## src/design/hmsw_pkg.sv

```systemverilog
// Shared types, request codes and limits for the hours:minutes:seconds stopwatch.
`timescale 1ns / 1ps

package hmsw_pkg;

  // Request codes carried in req_type
  localparam logic [2:0] REQ_TICK   = 3'd0;
  localparam logic [2:0] REQ_RESET  = 3'd1;
  localparam logic [2:0] REQ_PAUSE  = 3'd2;
  localparam logic [2:0] REQ_RESUME = 3'd3;
  localparam logic [2:0] REQ_BUTTON = 3'd4;
  // Spare codes, no effect on the state
  localparam logic [2:0] REQ_SPARE5 = 3'd5;
  localparam logic [2:0] REQ_SPARE6 = 3'd6;
  localparam logic [2:0] REQ_SPARE7 = 3'd7;

  // Button bit positions
  localparam int unsigned BTN_SEC_UP   = 0;
  localparam int unsigned BTN_SEC_DN   = 1;
  localparam int unsigned BTN_MIN_UP   = 2;
  localparam int unsigned BTN_MIN_DN   = 3;
  localparam int unsigned BTN_HOUR_UP  = 4;
  localparam int unsigned BTN_HOUR_DN  = 5;

  // Counter limits
  localparam logic [5:0] SEC_MAX  = 6'd59;
  localparam logic [5:0] MIN_MAX  = 6'd59;
  localparam logic [4:0] HOUR_MAX = 5'd23;

  typedef struct packed {
    logic [2:0] req_type;
    logic       count_down_sel;
    logic [5:0] buttons;
  } in_beat_t;

  typedef struct packed {
    logic [3:0] sec_unit;
    logic [2:0] sec_ten;
    logic [3:0] min_unit;
    logic [2:0] min_ten;
    logic [3:0] hour_unit;
    logic [1:0] hour_ten;
    logic       running;
    logic       counting_down;
    logic       done_res;
  } out_beat_t;

  // Time and status after one event, as handed from the core to the output stage
  typedef struct packed {
    logic [5:0] seconds;
    logic [5:0] minutes;
    logic [4:0] hours;
    logic       running;
    logic       done;
  } hms_state_t;

endpackage

```

## src/design/hms_up_down_stopwatch_top.sv

```systemverilog
// Top level of the hours:minutes:seconds up/down stopwatch.
//
//  channel  | direction | handshake              | beat
//  ---------+-----------+------------------------+-----------
//  events   | in        | in_valid_i / in_stall_o   | in_beat_t
//  results  | out       | out_valid_o / out_stall_i | out_beat_t
//
// One event per clock sustained unless stalled; each event gives one result
// via the input register, then the result register. The update is a single
// pass of carry/borrow logic on the time counters between the two registers.
// Reset returns to 00:00:00, running, not in adjust mode, done clear.
// A stalled result holds the pipe; the input register still takes an event
// and raises in_stall_o only while it holds one that cannot move on.
`timescale 1ns / 1ps

module hms_up_down_stopwatch_top
  import hmsw_pkg::*;
(
  input  logic      clk_i,
  input  logic      rst_ni,
  input  logic      in_valid_i,
  output logic      in_stall_o,
  input  in_beat_t  in_beat_i,
  output logic      out_valid_o,
  input  logic      out_stall_i,
  output out_beat_t out_beat_o
);

  logic       in_valid_q;
  in_beat_t   in_beat_q;
  logic       out_valid_q;
  out_beat_t  out_beat_q, out_beat_d;
  logic       advance;
  logic       in_take;
  hms_state_t next_state;

  // Event moves on when the result register is free or being emptied
  assign advance    = in_valid_q && (!out_valid_q || !out_stall_i);
  assign in_stall_o = in_valid_q && !advance;
  assign in_take    = in_valid_i && !in_stall_o;

  // Input register
  always_ff @(posedge clk_i or negedge rst_ni) begin
    if (!rst_ni) begin
      in_valid_q <= 1'b0;
    end else if (in_take) begin
      in_valid_q <= 1'b1;
    end else if (advance) begin
      in_valid_q <= 1'b0;
    end
  end

  always_ff @(posedge clk_i) begin
    if (in_take) begin
      in_beat_q <= in_beat_i;
    end
  end

  hmsw_core u_core (
    .clk_i     (clk_i),
    .rst_ni    (rst_ni),
    .advance_i (advance),
    .beat_i    (in_beat_q),
    .next_o    (next_state)
  );

  logic [2:0] hour_ten_w;

  hmsw_bcd u_bcd_sec (
    .value_i (next_state.seconds),
    .tens_o  (out_beat_d.sec_ten),
    .ones_o  (out_beat_d.sec_unit)
  );

  hmsw_bcd u_bcd_min (
    .value_i (next_state.minutes),
    .tens_o  (out_beat_d.min_ten),
    .ones_o  (out_beat_d.min_unit)
  );

  hmsw_bcd u_bcd_hour (
    .value_i ({1'b0, next_state.hours}),
    .tens_o  (hour_ten_w),
    .ones_o  (out_beat_d.hour_unit)
  );

  assign out_beat_d.hour_ten      = hour_ten_w[1:0];
  assign out_beat_d.running       = next_state.running;
  assign out_beat_d.counting_down = in_beat_q.count_down_sel;
  assign out_beat_d.done_res      = next_state.done;

  // Result register
  always_ff @(posedge clk_i or negedge rst_ni) begin
    if (!rst_ni) begin
      out_valid_q <= 1'b0;
    end else if (advance) begin
      out_valid_q <= 1'b1;
    end else if (!out_stall_i) begin
      out_valid_q <= 1'b0;
    end
  end

  always_ff @(posedge clk_i) begin
    if (advance) begin
      out_beat_q <= out_beat_d;
    end
  end

  assign out_valid_o = out_valid_q;
  assign out_beat_o  = out_beat_q;

endmodule

```

## src/design/hmsw_bcd.sv

```systemverilog
// Binary to two-digit BCD split for values up to 63.
`timescale 1ns / 1ps

module hmsw_bcd (
  input  logic [5:0] value_i,
  output logic [2:0] tens_o,
  output logic [3:0] ones_o
);

  logic [6:0] tens_x10;

  // Tens by compare chain, units by subtracting tens times ten
  always_comb begin
    if (value_i >= 6'd60) begin
      tens_o = 3'd6;
    end else if (value_i >= 6'd50) begin
      tens_o = 3'd5;
    end else if (value_i >= 6'd40) begin
      tens_o = 3'd4;
    end else if (value_i >= 6'd30) begin
      tens_o = 3'd3;
    end else if (value_i >= 6'd20) begin
      tens_o = 3'd2;
    end else if (value_i >= 6'd10) begin
      tens_o = 3'd1;
    end else begin
      tens_o = 3'd0;
    end
    tens_x10 = {1'b0, tens_o, 3'b000} + {3'b000, tens_o, 1'b0};
    ones_o   = 4'(7'({1'b0, value_i}) - tens_x10);
  end

endmodule

```

## src/design/hmsw_core.sv

```systemverilog
// Time and mode registers with the per-event update logic.
`timescale 1ns / 1ps

module hmsw_core
  import hmsw_pkg::*;
(
  input  logic       clk_i,
  input  logic       rst_ni,
  input  logic       advance_i,
  input  in_beat_t   beat_i,
  output hms_state_t next_o
);

  logic [5:0] sec_q, sec_d;
  logic [5:0] min_q, min_d;
  logic [4:0] hour_q, hour_d;
  logic       run_q, run_d;
  logic       adj_q, adj_d;
  logic       latch_q, latch_d;
  logic       fin_q, fin_d;

  logic       all_zero;
  logic       down_zero;

  assign all_zero = (sec_q == '0) && (min_q == '0) && (hour_q == '0);
  // Count after a down tick is zero: only 0:00:01 gets there
  assign down_zero = (hour_q == '0) && (min_q == '0) && (sec_q == 6'd1);

  // Next state for the event in the input register
  always_comb begin
    sec_d   = sec_q;
    min_d   = min_q;
    hour_d  = hour_q;
    run_d   = run_q;
    adj_d   = adj_q;
    latch_d = latch_q;
    fin_d   = fin_q;
    unique case (beat_i.req_type)
      REQ_TICK: begin
        if (run_q && beat_i.count_down_sel) begin
          if (all_zero || down_zero) begin
            fin_d = 1'b1;
            run_d = 1'b0;
          end
          if (!all_zero) begin
            if (sec_q != '0) begin
              sec_d = sec_q - 6'd1;
            end else begin
              sec_d = SEC_MAX;
              if (min_q != '0) begin
                min_d = min_q - 6'd1;
              end else begin
                min_d  = MIN_MAX;
                hour_d = hour_q - 5'd1;
              end
            end
          end
        end else if (run_q) begin
          if (sec_q >= SEC_MAX) begin
            sec_d = '0;
            if (min_q >= MIN_MAX) begin
              min_d  = '0;
              hour_d = (hour_q >= HOUR_MAX) ? '0 : hour_q + 5'd1;
            end else begin
              min_d = min_q + 6'd1;
            end
          end else begin
            sec_d = sec_q + 6'd1;
          end
        end
      end
      REQ_RESET: begin
        sec_d   = '0;
        min_d   = '0;
        hour_d  = '0;
        run_d   = 1'b1;
        adj_d   = 1'b0;
        latch_d = 1'b0;
        fin_d   = 1'b0;
      end
      REQ_PAUSE: begin
        run_d = 1'b0;
        adj_d = 1'b1;
      end
      REQ_RESUME: begin
        run_d = 1'b1;
        adj_d = 1'b0;
        fin_d = 1'b0;
      end
      REQ_BUTTON: begin
        if (adj_q) begin
          if (beat_i.buttons == '0) begin
            latch_d = 1'b0;
          end else if (!latch_q) begin
            // One step per hold, lowest pressed button wins
            latch_d = 1'b1;
            if (beat_i.buttons[BTN_SEC_UP]) begin
              sec_d = (sec_q >= SEC_MAX) ? '0 : sec_q + 6'd1;
            end else if (beat_i.buttons[BTN_SEC_DN]) begin
              sec_d = (sec_q == '0) ? SEC_MAX : sec_q - 6'd1;
            end else if (beat_i.buttons[BTN_MIN_UP]) begin
              min_d = (min_q >= MIN_MAX) ? '0 : min_q + 6'd1;
            end else if (beat_i.buttons[BTN_MIN_DN]) begin
              min_d = (min_q == '0) ? MIN_MAX : min_q - 6'd1;
            end else if (beat_i.buttons[BTN_HOUR_UP]) begin
              hour_d = (hour_q >= HOUR_MAX) ? '0 : hour_q + 5'd1;
            end else if (beat_i.buttons[BTN_HOUR_DN] && (hour_q != '0)) begin
              hour_d = hour_q - 5'd1;
            end
          end
        end
      end
      default: begin
      end
    endcase
  end

  // State registers, updated once per event
  always_ff @(posedge clk_i or negedge rst_ni) begin
    if (!rst_ni) begin
      sec_q   <= '0;
      min_q   <= '0;
      hour_q  <= '0;
      run_q   <= 1'b1;
      adj_q   <= 1'b0;
      latch_q <= 1'b0;
      fin_q   <= 1'b0;
    end else if (advance_i) begin
      sec_q   <= sec_d;
      min_q   <= min_d;
      hour_q  <= hour_d;
      run_q   <= run_d;
      adj_q   <= adj_d;
      latch_q <= latch_d;
      fin_q   <= fin_d;
    end
  end

  assign next_o.seconds = sec_d;
  assign next_o.minutes = min_d;
  assign next_o.hours   = hour_d;
  assign next_o.running = run_d;
  assign next_o.done    = fin_d;

  // Counters stay in range
  assert property (@(posedge clk_i) disable iff (!rst_ni)
    (sec_q <= SEC_MAX) && (min_q <= MIN_MAX) && (hour_q <= HOUR_MAX))
    else $error("time counter out of range");

  // A finished countdown is never running
  assert property (@(posedge clk_i) disable iff (!rst_ni) fin_q |-> !run_q)
    else $error("done set while running");

  // Adjust mode only while stopped
  assert property (@(posedge clk_i) disable iff (!rst_ni) adj_q |-> !run_q)
    else $error("adjust mode while running");

  // No event, no change of time
  assert property (@(posedge clk_i) disable iff (!rst_ni)
    !advance_i |=> ($stable(sec_q) && $stable(min_q) && $stable(hour_q)))
    else $error("time changed without an event");

endmodule
```

## config.mk

```make
export PLATFORM = sky130hd
export DESIGN_NAME = hms_up_down_stopwatch_top
export DESIGN_NICKNAME = d
export VERILOG_FILES = /design/src/design/hmsw_pkg.sv /design/src/design/hms_up_down_stopwatch_top.sv /design/src/design/hmsw_bcd.sv /design/src/design/hmsw_core.sv
export SDC_FILE = /design/constraint.sdc
export NUM_CORES = 1
export LEC_CHECK = 0
export ABC_AREA = 1
export BUFFER_PORTS_ARGS = -buffer_cell sky130_fd_sc_hd__buf_2
export CAP_MARGIN = 20
export CORE_AREA = 2 2 117 119
export CTS_BUF_LIST = sky130_fd_sc_hd__clkbuf_8
export CTS_CLUSTER_SIZE = 20
export DETAILED_ROUTE_END_ITERATION = 10
export DIE_AREA = 0 0 119 121
export MAX_ROUTING_LAYER = met4
export PLACE_DENSITY = 0.6
export SYNTH_ARGS = -nofsm -noshare
export SYNTH_HDL_FRONTEND = slang
export SYNTH_SLANG_ARGS = --single-unit
export TNS_END_PERCENT = 20
```

## constraint.sdc

```tcl
create_clock -name clk_i -period 3.75 [get_ports clk_i]
set_input_delay 0.75 -clock clk_i [delete_from_list [all_inputs] [get_ports clk_i]]
set_output_delay 0.75 -clock clk_i [all_outputs]
set_load 0.05 [all_outputs]
```

==> impl_metrics.py, run 1 <==
metrics = {
    "outcome": {
        "status": "complete, no violations",
    },
    "timing": {
        "tns_ps": 0,
        "fin_hold_ws_ps": 426.2,
        "finalClockSkew_ps": 6.326,
        "finalCritPeriodShare": 0.9101,
        "worst_pin_slew_ps": 635.4,
        "setup_violations": 0,
        "drv_slew": 0,
        "setup_slack_ps": 337.0,
        "hold_violations": 0,
        "slew_headroom": 0.5764,
        "max_freq_ghz": 0.2930,
        "rsz0062_at_grt": "no",
        "fin_crit_ps": 3413,
    },
    "final_layout": {
        "stdcell_area_sq_mm": 0.005011,
        "n_fill_cell": 1365,
        "drive_gt1_frac": 0.1706,
        "insertedDiodeCount": 0,
        "area_delta_synth_final_pct": 10.45,
        "final_cells": 856,
        "nNetsFinal": 707,
    },
    "drt": {
        "totalWireLength_mm": 13.26,
        "first_iter_violations": 290,
        "wl_met1_mm": 5.660,
        "dr_total_vias": 4526,
        "ant_nets": 0,
        "wl_per_cell_um": 15.49,
        "met3_length_um": 868,
        "highest-signal-layer": "met4",
        "drc": 0,
        "wl_met2_mm": 6.247,
        "vias_per_cell": 5.287,
        "firstDrtPassIters": 5,
    },
    "synth": {
        "yosysMostFrequentCell": "nand2_1",
        "ys_ff_latch": 56,
        "synth_area_leaders": "edfxtp_1, nand2_1, dfrtp_1, nand3_1, inv_1",
        "yosysWarnings": 0,
        "synthesis.instances": 643,
        "synth_area_sq_mm": 0.004537,
        "synth_top_area_frac": 0.2184,
        "synth_cell_types": 49,
        "async_reset_ff_frac": 0.4107,
        "synth-edff-count": 33,
        "syn_nets": 671,
        "synth_area_leader_cell": "edfxtp_1",
        "yosysSeqAreaShare": 0.3456,
        "ys.flop_type": "edfxtp_1",
        "netlist_top_cells_count": "nand2_1, inv_1, nand3_1",
        "syn_avg_cell_area_sq_um": 7.056,
    },
    "pwr": {
        "swShare": 0.5247,
        "seq_power_share": 0.309,
        "internal_power_uw": 1556,
        "p_leak_uw": 0.002326,
        "clkPwrFrac": 0.112,
        "p_comb_frac": 0.580,
        "peakVddDrop_v": 0.0002074,
        "netSwitchingPower_uw": 1718,
        "power_density_mw_per_mm2": 653.3,
    },
    "clock_network": {
        "clockBufferDepth": 2,
        "cts_tree": "yes",
        "clk_latency_ps": 330,
        "clk_pin_slew_ps": 100,
        "cts_htree_levels": 2,
        "ctsHoldBuffers": 0,
        "cts-root-buf": "clkbuf_8",
        "clock-sinks": 56,
        "cts_inserted_buffers": 5,
    },
    "global_route": {
        "grt_antenna_before_repair": 0,
        "grt_first_pass_wirelength_mm": 21.36,
        "grt_usage": 0.1939,
        "grt_pass1_vias": 4260,
        "grt_overflow_total": 0,
        "grt_start_max_net_pins": 31,
    },
    "setup_path": {
        "cp-start-kind": "flip-flop",
        "crit_fanout": 7,
        "worstSetupEndpointType": "flip-flop",
        "cp.required_ps": 3860,
        "arrival_ps": 3520,
        "path_class": "reg -> reg",
    },
    "floorplan": {
        "coreArea_sq_mm": 0.01309,
        "ios": 39,
        "die_h_um": 121,
        "die_w_um": 119,
        "start_util": 0.3467,
        "rows": 42,
        "dieArea_sq_mm": 0.01440,
    },
    "place": {
        "place_area_sq_mm": 0.004916,
        "numPortBuffers": 38,
        "dp_cells": 848,
        "pre_cts_slack_ps": 229.4,
        "gp_congestion": 0.9677,
        "hpwlAfterDp_mm": 9.965,
    },
    "min_path": {
        "worstHoldPathType": "in -> async",
    },
    "flow_run": {
        "maxCapViolCount": 0,
    },
}
==> power by group through the flow <==
| stage | Clock, uW | Sequential [uW] | Combinational (uW) |
|---|---|---|---|
| final | 365 | 1010 | 1900 |
| after global routing | 399 | 1030 | 2110 |
| after CTS | 377 | 1010 | 1890 |
| after detailed placement | 0 | 1020 | 1880 |
| after global placement | 0 | 1020 | 1890 |
| after floorplan | 0 | 1180 | 1300 |
==> kinds of logic (layout without fill, tap and decap cells) <==
group,after synthesis,in the layout,share of synthesized area
XOR/XNOR,10,10,0.01930
AND/OR/NAND/NOR,354,354,0.3618
AO/OA/AOI/OAI,118,118,0.1506
flip-flops,56,56,0.3456
buffers and inverters,91,128,0.08411
adder cells (fa/ha/maj),14,14,0.03861
==> cell usage in the layout (no fill, tap or decap), types with 2 or more instances in the layout <==
| cell | netlist | final |
|---|---|---|
| nand2_1 | 197 | 197 |
| inv_1 | 59 | 59 |
| nand3_1 | 53 | 53 |
| nor2_1 | 43 | 42 |
| o21ai_0 | 42 | 42 |
| buf_2 | 7 | 38 |
| a21oi_1 | 35 | 35 |
| edfxtp_1 | 33 | 33 |
| dfrtp_1 | 22 | 21 |
| nand4_1 | 16 | 16 |
| nand2_2 | 15 | 15 |
| ha_1 | 14 | 14 |
| inv_2 | 12 | 13 |
| o21ai_1 | 12 | 12 |
| nor2_2 | 9 | 9 |
| o211ai_1 | 8 | 8 |
| buf_4 | 3 | 8 |
| nor2_4 | 5 | 6 |
| clkbuf_8 | 0 | 6 |
| xor2_1 | 5 | 5 |
| xnor2_1 | 5 | 5 |
| nor3_1 | 4 | 4 |
| a21oi_2 | 3 | 3 |
| nand3_4 | 3 | 3 |
| o21ai_2 | 3 | 3 |
| nand3_2 | 3 | 3 |
| clkinv_1 | 2 | 2 |
| a32o_1 | 2 | 2 |
| nand2_4 | 2 | 2 |
| o22ai_1 | 2 | 2 |
==> stage by stage <==
stage | total power (uW) | util
after floorplan | 2478 | -
after global placement | 2908 | 0.3757
after detailed placement | 2902 | 0.3757
after CTS | 3276 | 0.3829
after global routing | 3543 | 0.3830
final | 3274 | 0.3830
==> sequential cells by signal, indices dropped and copies added (netlist names) <==
name            count
u_core.sec_q        6
u_core.latch_q      1
in_beat_q          10
u_core.min_q        6
u_core.adj_q        1
in_valid_q          1
u_core.run_q        1
u_core.hour_q       5
out_beat_o         23
u_core.fin_q        1
out_valid_o         1
==> routing by layer <==
| metal | track usage | vias to the layer above |
|---|---|---|
| met5 | - | - |
| li1 | - | 2215 |
| met3 | 0.03055 | 46 |
| met2 | 0.3082 | 205 |
| met1 | 0.2434 | 2060 |
| met4 | 0.09077 | 0 |
==> repair_timing <==
item	CTS	global route
setup buffers	0	0
resized for setup	0	2
setup endpoints to repair	0	2
endpoints found under the hold margin	0	0
==> worst max-delay path, cell delays in order, from the launching register on <==
cell     delay [ps]
dfrtp_1         490
inv_1           170
ha_1            210
inv_1            60
nor2_2          170
nand3_4         160
nor2_8          160
nand2_2         110
nand3_1          80
nand2_1          50
nor2_1          140
nand2_1         100
nand2_2         110
inv_2            50
o21ai_1         180
inv_1            80
o32ai_1         170
ha_1            230
xnor2_1         130
nand3_1         100
nand2_1          90
inv_1            40
nand2_1          40
nand2_1          40
==> final cells by class <==
| class | instances | area (sq um) | share of cell area |
|---|---|---|---|
| clock buffer | 6 | 82.58 | 0.01648 |
| clock inverter | 2 | 11.26 | 0.002247 |
| inverter | 74 | 282.8 | 0.05643 |
| multi-input combinational | 496 | 2595 | 0.5179 |
| sequential | 56 | 1569 | 0.3131 |
| tap | 176 | 220.2 | 0.04394 |
| timing repair buffer | 46 | 250.2 | 0.04994 |
==> final timing paths <==
| path | end | startpoint | slack, ps | cells after the start |
|---|---|---|---|---|
| max reg2reg | out_beat_o[22] | u_core.min_q[1] | 340 | 23 |
| min in group clk_i | out_valid_o | in_valid_q | 510 | 2 |
| max | out_beat_o[22] | u_core.min_q[1] | 340 | 23 |
| max in group asynchronous | u_core.min_q[0] | rst_ni | 2880 | 1 |
| min | u_core.sec_q[3] | rst_ni | 430 | 1 |
| min reg2reg | out_valid_o | in_valid_q | 510 | 2 |
No activity file was read; power rests on OpenSTA's default activity.
==> run 2: changes to the inputs <==
Settings changed: CAP_MARGIN 20 to unset, CORE_AREA 2 2 117 119 to 2 2 139 107, DIE_AREA 0 0 119 121 to 0 0 141 109, SYNTH_HIERARCHICAL set to 1.
==> run 2 against run 1 <==
Combinational power is 4% lower. Final area increased by 6.9%. Final cell count grew 9.8%. Sequential power hardly changed. Largest cell class unchanged. Clock skew rose by 7.1 ps. Sequential share of layout area shrank 2.0 points. First-iteration DRC count up 27%. Clock power increased by 1%. Core utilization decreased by 0.35 points.
==> impl_metrics.py, run 2 <==
metrics = {
    "drt": {
        "firstDrtPassIters": 5,
        "drc": 0,
        "first_iter_violations": 368,
        "totalWireLength_mm": 12.72,
        "dr_total_vias": 4675,
        "wl_per_cell_um": 13.53,
        "vias_per_cell": 4.973,
        "ant_nets": 0,
    },
    "final_layout": {
        "insertedDiodeCount": 0,
        "mostFrequentLayoutCell": "nand2_1",
        "area_delta_synth_final_pct": 10.39,
        "final_cell_mix": "nand2_1, inv_1, nand3_1",
        "drive_gt1_frac": 0.1671,
        "largest_reg_flops": 23,
        "nNetsFinal": 795,
    },
    "timing": {
        "finalCritPeriodShare": 0.9160,
        "slew_headroom": 0.5733,
        "tns_ps": 0,
        "setup_slack_ps": 314.9,
        "drv_slew": 0,
        "worst_pin_slew_ps": 639.3,
        "finalClockSkew_ps": 13.43,
        "setup_violations": 0,
        "rsz0062_at_grt": "no",
        "hold_violations": 0,
        "max_freq_ghz": 0.2911,
        "fin_crit_ps": 3435,
    },
    "place": {
        "numPortBuffers": 38,
        "pre_cts_slack_ps": 309.1,
        "gp_congestion": 0.9816,
        "hpwlAfterDp_mm": 9.602,
    },
    "clock_network": {
        "cts_htree_levels": 2,
        "cts_inserted_buffers": 5,
        "ctsHoldBuffers": 0,
        "clockBufferDepth": 2,
        "cts_tree": "yes",
        "cts-root-buf": "clkbuf_8",
        "clk_latency_ps": 340,
        "clock-sinks": 56,
        "clk_pin_slew_ps": 120,
    },
    "synth": {
        "yosysMostFrequentCell": "nand2_1",
        "async_reset_ff_frac": 0.4107,
        "netlist_top_cells_count": "nand2_1, inv_1, nand3_1",
        "synth_area_leader_cell": "edfxtp_1",
        "yosysSeqAreaShare": 0.3229,
        "synth_top_area_frac": 0.2041,
        "syn_avg_cell_area_sq_um": 6.752,
        "synth_area_sq_mm": 0.004855,
        "synth_area_leaders": "edfxtp_1, nand2_1, dfrtp_1, nand3_1, inv_1",
        "synth-edff-count": 33,
        "synthesis.instances": 719,
        "synth_cell_types": 39,
        "ys.flop_type": "edfxtp_1",
        "ys_ff_latch": 56,
        "yosysWarnings": 6,
    },
    "global_route": {
        "grt_overflow_total": 0,
        "grt_antenna_before_repair": 0,
        "grt_first_pass_wirelength_mm": 21.07,
        "grt_pass1_vias": 4231,
        "grt_start_max_net_pins": 26,
        "grt_usage": 0.1764,
    },
    "setup_path": {
        "path_class": "reg -> reg",
        "worstSetupEndpointType": "flip-flop",
        "arrival_ps": 3530,
        "cp.required_ps": 3850,
        "cp-start-kind": "flip-flop",
        "crit_fanout": 9,
    },
    "floorplan": {
        "rows": 38,
        "dieArea_sq_mm": 0.01537,
        "coreArea_sq_mm": 0.01412,
        "die_h_um": 109,
        "ios": 39,
        "die_w_um": 141,
        "start_util": 0.3438,
    },
    "flow_run": {
        "maxCapViolCount": 0,
    },
    "min_path": {
        "worstHoldPathType": "in -> async",
    },
    "outcome": {
        "status": "complete, no violations",
    },
    "pwr": {
        "p_leak_uw": 0.002683,
        "power_density_mw_per_mm2": 591.6,
        "peakVddDrop_v": 0.0001762,
    },
}
## run 2: logic make-up (layout without fill, tap and decap cells)
| logic type | after synthesis | count (layout) | synth area share |
|---|---|---|---|
| flip-flops | 56 | 56 | 0.3229 |
| AO/OA/AOI/OAI | 96 | 96 | 0.1067 |
| AND/OR/NAND/NOR | 419 | 419 | 0.3951 |
| XOR/XNOR | 11 | 11 | 0.01984 |
| adder cells (fa/ha/maj) | 22 | 22 | 0.05670 |
| other | 1 | 4 | 0.0007725 |
| buffers and inverters | 114 | 152 | 0.09794 |
## run 2: path summary, 6_finish.rpt
kind	startpoint	end	slack [ps]	cells past startpoint
worst max-delay path	u_core/sec_q[0]	out_beat_o[22]	310	19
worst min-delay path	rst_ni	in_valid_q	400	1
worst max register to register	u_core/sec_q[0]	out_beat_o[22]	310	19
worst min register to register	in_beat_q[7]	u_core/adj_q	500	1
max in group asynchronous	rst_ni	u_core/min_q[0]	2920	1
min in group clk_i	in_beat_q[7]	u_core/adj_q	500	1
## run 2: area by class of cell
type                    count  area, sq um
clock buffers               5        68.82
clock inverters             3        26.28
well taps                 180        225.2
inverters                  95        359.1
repair buffers             49        272.8
multi-input cells         552         2838
flip-flops and latches     56         1569
fillers                  1498         8762
## run 2: metrics by stage
step                      instances  cell area [sq um]    util  total power, uW  hold WS (ps)
after floorplan                 722               4866       -             2395         438.4
after global placement          932               5259  0.3724             2788         463.7
after detailed placement        932               5259  0.3724             2780         485.5
after CTS                       940               5354  0.3791             3161         413.9
after global routing            940               5359  0.3795             3455         435.3
final                           940               5359  0.3795             3170         397.1
## run 2: worst max-delay path: stages, from the launching register on
cell and delay, ps:
dfrtp_1 510, inv_2 180, ha_1 300, nand2_1 100, o21ai_0 150, nand2_1 130, o21ai_0 180, nand2_1 60
nand2_1 60, nand3_1 230, o21ai_1 280, inv_1 110, o21ai_0 240, ha_1 200, xnor2_1 160, nand2_2 80
nand2_2 80, inv_2 30, nand4_1 80, nand2_1 60
## run 2: power by group
part | leakage (uW) | internal, uW | switching (uW)
Sequential | 0.000622 | 818 | 164
Combinational | 0.00201 | 546 | 1270
Clock | 0.0000491 | 138 | 232
Total | 0.00268 | 1500 | 1670
## run 2: metal layers
layer / vias to the layer above / part of all wire / GRT usage / wire length [um]
met1: 2127 / 0.52 / 0.2537 / 6625
met5: - / 0 / - / 0
met4: 0 / 0.0072 / 0.03714 / 91
li1: 2391 / - / - / -
met3: 10 / 0.081 / 0.04480 / 1025
met2: 147 / 0.39 / 0.2495 / 4971
## run 2: repair_timing
| action | CTS | global route |
|---|---|---|
| endpoints found under the setup margin | 0 | 1 |
| endpoints found under the hold margin | 0 | 0 |
| setup buffers | 0 | 0 |
| resized for setup | 0 | 4 |
